`config.mk`:
```
export PLATFORM = sky130hd
export DESIGN_NAME = infix_to_postfix_converter
export DESIGN_NICKNAME = d
export VERILOG_FILES = /design/src/design/i2p_pkg.sv /design/src/design/infix_to_postfix_converter.sv
export SDC_FILE = /design/constraint.sdc
export NUM_CORES = 1
export LEC_CHECK = 0
export ABC_CLOCK_PERIOD_IN_PS = 16250
export BUFFER_PORTS_ARGS = -buffer_cell sky130_fd_sc_hd__buf_2
export CORE_ASPECT_RATIO = 1.75
export CORE_MARGIN = 2
export CORE_UTILIZATION = 51
export CTS_CLUSTER_SIZE = 12
export DETAILED_ROUTE_END_ITERATION = 10
export PLACE_DENSITY = 0.78
export RECOVER_POWER = 50
export SLEW_MARGIN = 20
export SYNTH_ARGS = -nofsm -noshare
export SYNTH_HDL_FRONTEND = slang
export SYNTH_SLANG_ARGS = --single-unit
```
`constraint.sdc`:
```
create_clock -name clk -period 16.25 [get_ports clk]
set_input_delay 0.8125 -clock clk [delete_from_list [all_inputs] [get_ports clk]]
set_output_delay 0.8125 -clock clk [all_outputs]
set_load 0.02 [all_outputs]
```
`src/design/i2p_pkg.sv`:
```
// Package with the character codes, result kinds and operator precedence for the converter.
package i2p_pkg;

    typedef logic [7:0] char_t;
    typedef logic [1:0] kind_t;
    typedef logic [1:0] rank_t;

    localparam char_t CH_PLUS   = 8'h2B;
    localparam char_t CH_MINUS  = 8'h2D;
    localparam char_t CH_STAR   = 8'h2A;
    localparam char_t CH_SLASH  = 8'h2F;
    localparam char_t CH_CARET  = 8'h5E;
    localparam char_t CH_LPAREN = 8'h28;
    localparam char_t CH_RPAREN = 8'h29;
    localparam char_t CH_LOW_A  = 8'h61;
    localparam char_t CH_LOW_Z  = 8'h7A;
    localparam char_t CH_UP_A   = 8'h41;
    localparam char_t CH_UP_Z   = 8'h5A;
    localparam char_t CH_NUL    = 8'h00;

    localparam kind_t KIND_SYMBOL   = 2'd0;
    localparam kind_t KIND_END      = 2'd1;
    localparam kind_t KIND_OVERFLOW = 2'd2;

    // Characters without a precedence take rank zero, below every operator.
    function automatic rank_t rank_of(input char_t ch);
        rank_t r;
        case (ch)
            CH_PLUS, CH_MINUS: r = 2'd1;
            CH_STAR, CH_SLASH: r = 2'd2;
            CH_CARET:          r = 2'd3;
            default:           r = 2'd0;
        endcase
        return r;
    endfunction

    function automatic logic is_letter(input char_t ch);
        return (ch inside {[CH_LOW_A:CH_LOW_Z], [CH_UP_A:CH_UP_Z]});
    endfunction

endpackage

```
`src/design/infix_to_postfix_converter.sv`:
```
// Shunting-yard converter: infix characters in, postfix characters out.
//
// Input channel s_*: one transfer carries one infix character in s_tdata, or an
// end-of-expression marker when s_tuser is high. Output channel m_*: each transfer
// carries one postfix character or a terminator/overflow code in m_tuser, and
// m_tlast marks the final result caused by an input transfer.
// The block works on one input at a time. s_tready is high only while it waits
// for an input; the input is registered first, and each result is then registered
// in the output register. A letter or a '(' takes one step. An operator or ')' takes
// one step plus one per stack entry it emits; an end marker emits every stacked entry
// and then a terminator. The stack memory has a single read port, and its registered
// output always holds the entry below the top.
// The output register lets the next input be taken while a result still waits.
// When m_tready is low with a result held, the sequencer stops until it is taken.
// Reset empties the stack at once; the stack memory itself is not cleared, since
// only entries that have been pushed are ever read.
module infix_to_postfix_converter #(
    parameter int STACK_DEPTH = 32
) (
    input  logic       clk,
    input  logic       rst_n,
    input  logic       s_tvalid,
    output logic       s_tready,
    input  logic [7:0] s_tdata,   // [7:0] in_char
    input  logic       s_tuser,   // [0] op
    output logic       m_tvalid,
    input  logic       m_tready,
    output logic [7:0] m_tdata,   // [7:0] out_char
    output logic [1:0] m_tuser,   // [1:0] kind
    output logic       m_tlast
);

    localparam int CNT_W = $clog2(STACK_DEPTH + 1);
    localparam int AW    = $clog2(STACK_DEPTH);

    localparam logic ST_IDLE = 1'b0;
    localparam logic ST_RUN  = 1'b1;

    logic                 state_reg, state_next;
    logic [CNT_W-1:0]     cnt_reg, cnt_next;
    i2p_pkg::char_t       top_reg, top_next;
    logic                 op_reg;
    i2p_pkg::char_t       ch_reg;

    i2p_pkg::char_t       stack_mem [STACK_DEPTH];
    i2p_pkg::char_t       second_reg;
    logic [AW-1:0]        rd_addr;

    logic                 out_free;
    logic                 emit;
    i2p_pkg::char_t       e_char;
    i2p_pkg::kind_t       e_kind;
    logic                 e_last;
    logic                 push;
    logic                 has_top, has_second, full;
    i2p_pkg::rank_t       ch_rank;

    assign s_tready   = (state_reg == ST_IDLE);
    assign out_free   = !m_tvalid || m_tready;
    assign has_top    = (cnt_reg != '0);
    assign has_second = (cnt_reg >= CNT_W'(2));
    assign full       = (cnt_reg == CNT_W'(STACK_DEPTH));
    assign ch_rank    = i2p_pkg::rank_of(ch_reg);

    always_comb
    begin
        state_next = state_reg;
        cnt_next   = cnt_reg;
        top_next   = top_reg;
        emit       = 1'b0;
        e_char     = i2p_pkg::CH_NUL;
        e_kind     = i2p_pkg::KIND_SYMBOL;
        e_last     = 1'b0;
        push       = 1'b0;
        if (state_reg == ST_IDLE)
        begin
            if (s_tvalid)
            begin
                state_next = ST_RUN;
            end
        end
        else if (out_free)
        begin
            if (op_reg)
            begin
                if (has_top)
                begin
                    emit     = 1'b1;
                    e_char   = top_reg;
                    cnt_next = cnt_reg - CNT_W'(1);
                    top_next = second_reg;
                end
                else
                begin
                    emit       = 1'b1;
                    e_kind     = i2p_pkg::KIND_END;
                    e_last     = 1'b1;
                    state_next = ST_IDLE;
                end
            end
            else if (i2p_pkg::is_letter(ch_reg))
            begin
                emit       = 1'b1;
                e_char     = ch_reg;
                e_last     = 1'b1;
                state_next = ST_IDLE;
            end
            else if (ch_reg == i2p_pkg::CH_RPAREN)
            begin
                if (!has_top)
                begin
                    state_next = ST_IDLE;
                end
                else if (top_reg == i2p_pkg::CH_LPAREN)
                begin
                    cnt_next   = cnt_reg - CNT_W'(1);
                    top_next   = second_reg;
                    state_next = ST_IDLE;
                end
                else
                begin
                    emit     = 1'b1;
                    e_char   = top_reg;
                    e_last   = !has_second || (second_reg == i2p_pkg::CH_LPAREN);
                    cnt_next = cnt_reg - CNT_W'(1);
                    top_next = second_reg;
                end
            end
            else if (ch_reg != i2p_pkg::CH_LPAREN && has_top &&
                     ch_rank <= i2p_pkg::rank_of(top_reg))
            begin
                // Popping frees a slot, so the push that follows cannot overflow.
                emit     = 1'b1;
                e_char   = top_reg;
                e_last   = !(has_second && ch_rank <= i2p_pkg::rank_of(second_reg));
                cnt_next = cnt_reg - CNT_W'(1);
                top_next = second_reg;
            end
            else if (full)
            begin
                emit       = 1'b1;
                e_kind     = i2p_pkg::KIND_OVERFLOW;
                e_last     = 1'b1;
                state_next = ST_IDLE;
            end
            else
            begin
                push       = 1'b1;
                cnt_next   = cnt_reg + CNT_W'(1);
                top_next   = ch_reg;
                state_next = ST_IDLE;
            end
        end
    end

    // The memory is always read at the slot below the coming top of stack.
    assign rd_addr = (cnt_next >= CNT_W'(2)) ? AW'(cnt_next - CNT_W'(2)) : '0;

    always_ff @(posedge clk)
    begin
        if (push)
        begin
            stack_mem[AW'(cnt_reg)] <= ch_reg;
        end
        second_reg <= stack_mem[rd_addr];
    end

    always_ff @(posedge clk or negedge rst_n)
    begin
        if (!rst_n)
        begin
            state_reg <= ST_IDLE;
            cnt_reg   <= '0;
            m_tvalid  <= 1'b0;
        end
        else
        begin
            state_reg <= state_next;
            cnt_reg   <= cnt_next;
            if (emit)
            begin
                m_tvalid <= 1'b1;
            end
            else if (m_tready)
            begin
                m_tvalid <= 1'b0;
            end
        end
    end

    always_ff @(posedge clk)
    begin
        top_reg <= top_next;
        if (s_tvalid && s_tready)
        begin
            op_reg <= s_tuser;
            ch_reg <= s_tdata;
        end
        if (emit)
        begin
            m_tdata <= e_char;
            m_tuser <= e_kind;
            m_tlast <= e_last;
        end
    end

endmodule

```
# [Word-level counts from Yosys, hierarchy flattened]
# Memories as Yosys holds them, arrays and structs flattened. A register that Yosys moved wholly into a read port is not among the register bits.
# Index checks and enable logic that the tools add are counted.
[totals] regBits=36 word_cells=143 in_bits=13 ram_bits=256 n_memories=1 output_inout_bits=13
[op_classes] n_lt_le_gt_ge=8 bitwise_logic=1 reduce_logical=22 n_eq_ne=22 mux=77 n_addsub=3
[mem_list] memory="stack_mem" depth=32 word_bits=8 read_ports=1 rd_clocked_by_memory_dff=1 write_ports=1 line="infix_to_postfix_converter.sv:45" source="i2p_pkg::char_t stack_mem [STACK_DEPTH];"
[ops] cell="== test 8 x 6 -> 1 bit, second input constant" count=15
[ops] cell="2-to-1 mux 8 bit" count=13
[ops] cell="2-to-1 mux 6 bit" count=8
[ops] cell="2-to-1 mux 1 bit" count=36
[ops] cell="2-to-1 mux 2 bit" count=16
[ops] cell="== test 8 x 7 -> 1 bit, second input constant" count=3
[ops] cell="one-hot mux 2 bit (3 select lines)" count=3
[ops] cell=">= comparator 8 x 7 -> 1 bit, second input constant" count=2
[ops] cell="less-or-equal comparator 8 x 7 -> 1 bit, second input constant" count=2
[ops] cell=">= comparator 6 x 2 -> 1 bit, second input constant" count=2
[ops] cell="OR reduction 2 bit" count=6
[ops] cell="!= test 8 x 6 -> 1 bit, second input constant" count=1
[ops] cell="adder 6 x 1 -> 6 bit, second input constant" count=1
[ops] cell="== test 6 bit, second input constant" count=1
[ops] cell="logical AND 1 bit" count=6
[ops] cell="nonzero test 6 bit" count=1
[ops] cell="subtractor 6 x 1 -> 6 bit, second input constant" count=1
[ops] cell="2-to-1 mux 5 bit" count=1
[ops] cell="subtractor 5 x 2 -> 5 bit, second input constant" count=1
[ops] cell="less-or-equal comparator 2 bit" count=2
[ops] cell="!= test 4 x 2 -> 1 bit, second input constant" count=1
[ops] cell="AND reduction 4 bit" count=1
[ops] cell="nonzero test 2 bit" count=2
[ops] cell="zero test 1 bit" count=3
[ops] cell="other kinds (4)" count=5

# [Logic depth before layout (Yosys ltp)]
# Gate-level depths: netlist (run 1).
[logic_depth] depth_word=23 depth_mapped=20 mapped_depth_nobuf=17

# [Least setup slack after synthesis (run 1)]
# No wires, ideal clock.
[synth_timing] kind="reg2reg" from="register ch_reg[7]" to="register second_reg[0] (read register of stack_mem)" arrival_time_ns=5.145 n_path_buf=4 setup_slack_ns=10.983 stages_incl_launch_ff=20 setup_ns=0.122 required_ns=16.128 synth_period_minus_slack_ns=5.267 cell_sequence="edfxtp_1 > buf_4 > nand3b_1 > or4_1 > nand3_1 > o211a_1 > ha_1 > nor2b_1 > o21ai_0 > a31oi_1 > a31oi_1 > o31ai_4 > clkbuf_1 > ha_1 > clkbuf_1 > clkbuf_1 > a22oi_1 > a221oi_1 > nor3_1 > o32a_1"
[synth_between] elab_chain_cells=13 elab_cells_between_ends=29 classes_between="1 x add/sub; 6 x order compare; 7 x eq/ne; 8 x mux; 7 x reduce/logical"
[synth_rtl] element="start, declared" line="infix_to_postfix_converter.sv:43" source="i2p_pkg::char_t ch_reg;"
[synth_rtl] element="start signal, assigned" line="infix_to_postfix_converter.sv:197" source="ch_reg <= s_tdata;"
[synth_rtl] element="== test 8 x 6 -> 1 bit" line="i2p_pkg.sv:28" source="case (ch)"
[synth_rtl] element="OR reduction 2 bit" line="i2p_pkg.sv:28"
[synth_rtl] element="one-hot mux 2 bit (3 select lines)" line="i2p_pkg.sv:28"
[synth_rtl] element="less-or-equal comparator 2 bit" line="infix_to_postfix_converter.sv:130" source="ch_rank <= i2p_pkg::rank_of(top_reg))"
[synth_rtl] element="logical AND 1 bit" line="infix_to_postfix_converter.sv:129" source="else if (ch_reg != i2p_pkg::CH_LPAREN && has_top &&"
[synth_rtl] element="2-to-1 mux 6 bit" line="infix_to_postfix_converter.sv:129"
[synth_rtl] element="2-to-1 mux 6 bit" line="infix_to_postfix_converter.sv:108" source="else if (ch_reg == i2p_pkg::CH_RPAREN)"
[synth_rtl] element="2-to-1 mux 6 bit *" line="infix_to_postfix_converter.sv:101" source="else if (i2p_pkg::is_letter(ch_reg))"
[synth_rtl] element="2-to-1 mux 6 bit *" line="infix_to_postfix_converter.sv:84" source="if (op_reg)"
[synth_rtl] element="2-to-1 mux 6 bit *" line="infix_to_postfix_converter.sv:82" source="else if (out_free)"
[synth_rtl] element="2-to-1 mux 6 bit *" line="infix_to_postfix_converter.sv:75" source="if (state_reg == ST_IDLE)"
[synth_rtl] element="subtractor 5 x 2 -> 5 bit or >= comparator 6 x 2 -> 1 bit (tied branches)" line="infix_to_postfix_converter.sv:157" source="assign rd_addr = (cnt_next >= CNT_W'(2)) ? AW'(cnt_next - CNT_W'(2)) : '0;"
[synth_rtl] element="2-to-1 mux 5 bit *" line="infix_to_postfix_converter.sv:157"
[synth_rtl] element="end, declared" line="infix_to_postfix_converter.sv:46" source="i2p_pkg::char_t second_reg;"
# Every way passes the cells marked *; elsewhere a longest branch is shown, timed or not.
# A chain may end at the register's enable or synchronous reset.

# [Worst setup path after layout (run 1)]
[layout_timing] from="register cnt_reg[0]" to="register second_reg[2] (read register of stack_mem)"
[layout_between] elab_chain_cells=11 elab_cells_between_ends=17 classes_between="3 x add/sub; 1 x order compare; 1 x eq/ne; 9 x mux; 3 x reduce/logical"
[layout_rtl] element="start, declared" line="infix_to_postfix_converter.sv:40" source="logic [CNT_W-1:0] cnt_reg, cnt_next;"
[layout_rtl] element="start signal, assigned" line="infix_to_postfix_converter.sv:179" source="cnt_reg <= cnt_next;"
[layout_rtl] element="branches (longest 8 deep; another with adder 6 x 1 -> 6 bit)"
[layout_rtl] element="2-to-1 mux 6 bit *" line="infix_to_postfix_converter.sv:75"
[layout_rtl] element="subtractor 5 x 2 -> 5 bit or >= comparator 6 x 2 -> 1 bit (tied branches)" line="infix_to_postfix_converter.sv:157"
[layout_rtl] element="2-to-1 mux 5 bit *" line="infix_to_postfix_converter.sv:157"
# Every way passes the cells marked *.

==> results of run 1 <==
-- power breakdown --
| part | switching, W | internal [W] | total (W) | leakage (nW) |
|---|---|---|---|---|
| Clock | 0.000276 | 0.000343 | 0.000619 | 0.405 |
| Sequential | 0.0000673 | 0.000912 | 0.000979 | 2.72 |
| Combinational | 0.000955 | 0.000522 | 0.00148 | 1.87 |
| Total | 0.00130 | 0.00178 | 0.00307 | 5.00 |
-- through the flow --
| step | instances | hold slack [ns] | utilization | power [W] | instance area (µm²) |
|---|---|---|---|---|---|
| after floorplan | 1091 | 0.517 | - | 0.00199 | 14000 |
| after global placement | 1441 | 0.509 | 0.535 | 0.00240 | 14500 |
| after detailed placement | 1441 | 0.530 | 0.535 | 0.00242 | 14500 |
| after CTS | 1495 | 0.102 | 0.566 | 0.00304 | 15400 |
| after global routing | 1495 | 0.260 | 0.564 | 0.00320 | 15300 |
| final | 1495 | 0.252 | 0.564 | 0.00307 | 15300 |
-- area by class of cell --
| type | instances | area [µm²] | share of cell area |
|---|---|---|---|
| Clock buffer | 52 | 832 | 0.0544 |
| Clock inverter | 2 | 17.5 | 0.00115 |
| Inverter | 15 | 56.3 | 0.00368 |
| Multi-Input combinational cell | 706 | 4770 | 0.312 |
| Sequential cell | 300 | 8890 | 0.581 |
| Tap cell | 369 | 462 | 0.0302 |
| Timing Repair Buffer | 51 | 265 | 0.0173 |
-- placed cells by master, fill, tap and decap left out, drive strengths merged, types with 6 or more instances in the layout --
cell,n
edfxtp,284
nand2,134
nor2,110
a221oi,85
clkbuf,76
a21oi,49
o21ai,29
buf,27
a211oi,23
a221o,21
mux2i,18
nor3,17
nand3,13
inv,13
nand2b,12
a22oi,11
o22ai,10
ha,10
a2bb2oi,10
mux2,9
nor4,9
a222oi,8
o221a,8
o32a,8
dfrtp,8
dfxtp,8
mux4,8
a31oi,7
o311a,7
nor2b,6
a22o,6
-- logic make-up (layout without fill, tap and decap cells) --
logic type,after synthesis,count (layout)
and+or+nand+nor,338,338
DFF,300,300
adders and majority gates,10,10
muxes,35,35
AOI/OAI and AO/OA,316,316
xor gates and xnor gates,7,7
buffers and inverters,85,120
-- worst max-delay path, cell delays in order, from the launching register on --
cell	delay, ns
dfrtp_1	0.32
clkbuf_1	1.65
clkinv_1	0.99
clkbuf_1	0.71
ha_1	0.50
nor3b_1	0.17
nand2_1	0.40
a31oi_1	0.15
a31oi_1	0.29
o31ai_4	0.08
buf_4	0.24
ha_1	0.30
buf_4	0.29
inv_2	0.32
a211oi_2	0.57
a21oi_1	0.17
a211oi_1	0.80
o32a_1	0.29
-- worst paths after layout --
check | startpoint | end | cells past startpoint
min in group clk | s_tuser | op_reg | 1
setup reg to reg | cnt_reg[0] | second_reg[2] | 17
hold / removal | rst_n | cnt_reg[5] | 1
hold reg to reg | m_tvalid | m_tvalid | 2
max in group asynchronous | rst_n | cnt_reg[0] | 1
setup / recovery | cnt_reg[0] | second_reg[2] | 17
-- layer usage --
metal  vias to the layer above  part of all wire  global-route usage  routed length (µm)
li1                       4406                 -                   -                   -
met2                       609              0.51               0.449               19300
met4                         0             0.072               0.164                2720
met3                       163             0.073              0.0360                2740
met1                      4934              0.34               0.303               13000
met5                         -                 0                   0                   0
==> impl_metrics.ini, run 1 <==
[status]
status = complete, but fails checks
violations = capacitance limit, slew limit

[drt]
drt-total-wl_mm = 37.7
detail_route.first_pass.iterations = 6
drt_iter0_markers = 1377
ant_nets = 0
via_per_inst = 6.76
vias = 10112
wl_per_cell_um = 25.2
drc = 0

[timing]
worst_pin_slew_ns = 2.43
finalCriticalPeriod_ns = 8.39
max-slew-margin-rel = -0.620
fmax_mhz = 119
final_max_slew_viol_count = 383
hold_viol = 0
rsz0062_at_grt = no
fin_tns_setup_ns = 0
final-setup-viol-count = 0
fin_skew_ns = 0.0132
setup_slack_ns = 7.86
period_share = 0.516

[grt]
grt-ovfl-total = 0
grt_pass1_vias = 9813
grt_max_degree = 64
antenna_found_initial = 0
grt_pass1_wl_mm = 56.7
track_usage = 0.261

[power]
powerDensity_nw_per_um2 = 201
peakVddDrop_v = 0.000115
p_leak_nw = 5.00

[synth]
synth_compound_area_frac = 0.181
synth-simple-area-share = 0.111
syn_avg_cell_area_um2 = 12.9
synth_top_family_by_area = compound AO/OA/AOI/OAI gates
synthTopCellsByCount = 284 x edfxtp_1, 134 x nand2_1, 107 x nor2_1, 85 x a221oi_1, 49 x a21oi_1
synth-seq-cells = 300
ys.warnings.count = 0
synth_mux_area_frac = 0.0334
synth.area.top_cells = edfxtp_1 61%, a221oi_1 5.3%, nand2_1 3.6%
synth_cell_types = 86
synth_top_cell_area_share = 0.608
post-synth-top-count-cell = edfxtp_1
synthArstFlopShare = 0.0267
yosys.area_share.xor_xnor = 0.00437
syn_inst = 1091
syn_nets = 1114
netlist_area_um2 = 14000
yosysTopAreaCell = edfxtp_1
synth_ff_type = edfxtp_1
synth_edf_count = 284
ys_seq_area_frac = 0.633
synth_fa_ha_area_frac = 0.00892

[clocking]
clk_latency_ns = 0.57
cts_buffer_depth = 3
cts_tree = built
cts_hold_buf = 0
cts.repair.resized = 0
cts_root_buffer = clkbuf_16
ctsHtreeMaxLevel = 1
post_cts_buffers = 0
path_clk_slew_ns = 0.06
cts.sinks = 300
numCtsBuffers = 29

[critical_path]
worst_ep_arrival_time_ns = 8.89
critical_path_class = reg -> reg
crit_path_end_kind = flip-flop
cp_max_fo = 48
startpoint_type = flip-flop
reg2reg_slack_ns = 7.86
worstPathRequired_ns = 16.75

[floorplanning]
core_um2 = 27100
die_width_um = 129
fp.dieH_um = 223
rows = 80
die_area_um2 = 28900
io_pins = 26
start_util = 0.517

[final_layout]
syn_to_final_growth_pct = 8.97
nets = 1126
num_antenna_cells = 0
regMostFlops = stack_mem
largest_register_ffs = 256
fill_cells = 2133
final_layout_size_suffix_gt1_frac = 0.0959

[run]
maxCapViolCount = 9

[placed_design]
hpwl_mm = 24.4
gp_congestion = 1.01
port_buffers = 25
pre_cts_ws_ns = 9.98

[hold_path]
min_path_type = in -> async
Note: power is estimated with default switching activity, not from simulation.
==> run 2, diff against run 1 <==
- ABC_CLOCK_PERIOD_IN_PS: 16250 -> 7900
- clock period: 16.25 -> 7.9 ns (I/O delays scaled with it)
==> impl_metrics.ini, run 2 (same netlist as run 1, synthesis figures left out) <==
[status]
status = complete, but fails checks
violations = capacitance limit, slew limit

[clocking]
cts_buffer_depth = 3
post_cts_buffers = 0
cts.sinks = 300
ctsHtreeMaxLevel = 1
clk_latency_ns = 0.57
path_clk_slew_ns = 0.06
cts_hold_buf = 6
numCtsBuffers = 29
cts.repair.resized = 0
cts_root_buffer = clkbuf_16
cts_tree = built

[final_layout]
final_cell_mix = 284 x edfxtp_1, 134 x nand2_1, 107 x nor2_1
largest_register_ffs = 256
nets = 1129
syn_to_final_growth_pct = 9.40
regMostFlops = stack_mem
stdcell_count = 1498
final_layout_size_suffix_gt1_frac = 0.0965
layout_commonest_cell = edfxtp_1
num_antenna_cells = 0
final_core_util = 0.566

[drt]
wl_per_cell_um = 25.7
drc = 0
vias = 10138
drt-total-wl_mm = 38.4
detail_route.first_pass.iterations = 6
ant_nets = 0
drt_iter0_markers = 1234
via_per_inst = 6.77

[critical_path]
startpoint_type = flip-flop
critical_path_class = reg -> reg
cp_max_fo = 39
worst_ep_arrival_time_ns = 7.05
worstPathRequired_ns = 8.41
crit_path_end_kind = flip-flop

[power]
p_clk_frac = 0.200
p_int_w = 0.00363
comb_power_share = 0.479
switching_power_w = 0.00267
switching_share = 0.423
powerDensity_nw_per_um2 = 410
peakVddDrop_v = 0.000263
seqPwrFrac = 0.321
p_leak_nw = 5.02

[floorplanning]
start_util = 0.517
die_area_um2 = 28900
core_um2 = 27100
die_width_um = 129
fp.dieH_um = 223
io_pins = 26
rows = 80

[grt]
busiest_layer = met2
track_usage = 0.267
grt-ovfl-total = 0
grt_util_met2 = 0.452
grt_use_met1 = 0.325
grt_use_met3 = 0.0360
grt_pass1_wl_mm = 58.0
grt_max_degree = 64
grt_pass1_vias = 9787
antenna_found_initial = 0

[timing]
period_share = 0.827
final-setup-viol-count = 0
max-slew-margin-rel = -0.287
fin_skew_ns = 0.0187
timing.hold.ws_ns = 0.0171
rsz0062_at_grt = no
fmax_mhz = 153
finalCriticalPeriod_ns = 6.54
final_max_slew_viol_count = 155
fin_tns_setup_ns = 0
worst_pin_slew_ns = 1.93
hold_viol = 0

[placed_design]
gp_congestion = 1.05
hpwl_mm = 25.2
place_inst = 1438
port_buffers = 25

[run]
maxCapViolCount = 5

[hold_path]
min_path_type = in -> reg
## run 2: cell count changes in the layout (fill, tap and decap cells not counted), sizes merged
cell,change
clkinv,-1
clkbuf,-3
dlygate4sd3,+6
inv,+1
## run 2: routing by layer
layer,routed length [µm],part of all wire
met5,0,0
met4,2600,0.068
met3,2790,0.073
met2,19300,0.50
met1,13800,0.36
## run 2: worst paths after layout
| kind | start | to | slack [ns] | depth (start not counted) |
|---|---|---|---|---|
| worst max-delay path | ch_reg[3] | second_reg[0] | 1.36 | 18 |
| worst min-delay path | s_tdata[6] | ch_reg[6] | 0.02 | 1 |
| worst max register to register | ch_reg[3] | second_reg[0] | 1.36 | 18 |
| worst min register to register | m_tvalid | m_tvalid | 0.54 | 2 |
| max in group asynchronous | rst_n | cnt_reg[1] | 7.14 | 2 |
| min in group asynchronous | rst_n | cnt_reg[3] | 0.34 | 2 |
## run 2: final cells by class
type / count / area [µm²]
repair buffers: 54 / 323
inverters: 15 / 56.3
clock buffers: 52 / 812
flip-flops and latches: 300 / 8890
clock inverters: 2 / 20.0
multi-input cells: 706 / 4790
fillers: 2134 / 11800
well taps: 369 / 462
## run 2: power by group through the flow
stage          sequential [W]  combinational, W  clock [W]
2_1_floorplan         0.00200           0.00210          0
3_5_place_dp          0.00204           0.00292          0
3_3_place_gp          0.00204           0.00288          0
6_report              0.00202           0.00302    0.00126
5_1_grt               0.00203           0.00319    0.00134
4_1_cts               0.00201           0.00294    0.00127
## run 2: worst max-delay path: stages, from the launching register on
cell,delay [ns]
edfxtp_1,0.32
buf_4,0.42
nand3b_1,0.32
or4_1,0.52
nand3_1,0.12
o211a_1,0.19
ha_1,0.24
nor2b_1,0.14
o21ai_0,0.55
a31oi_1,0.17
a31oi_1,0.28
o31ai_4,0.07
buf_4,0.24
ha_1,0.83
inv_2,0.49
a211oi_2,0.61
a21oi_1,0.14
a211oi_1,0.52
o32a_1,0.25
## run 2: metrics by stage
stage | setup slack, ns | cell area (µm²) | power [W]
final | 1.36 | 15400 | 0.00630
after global routing | 1.14 | 15400 | 0.00656
after CTS | 1.59 | 15400 | 0.00622
after detailed placement | 1.63 | 14500 | 0.00496
after global placement | 1.67 | 14500 | 0.00492
after floorplan | 2.63 | 14000 | 0.00410
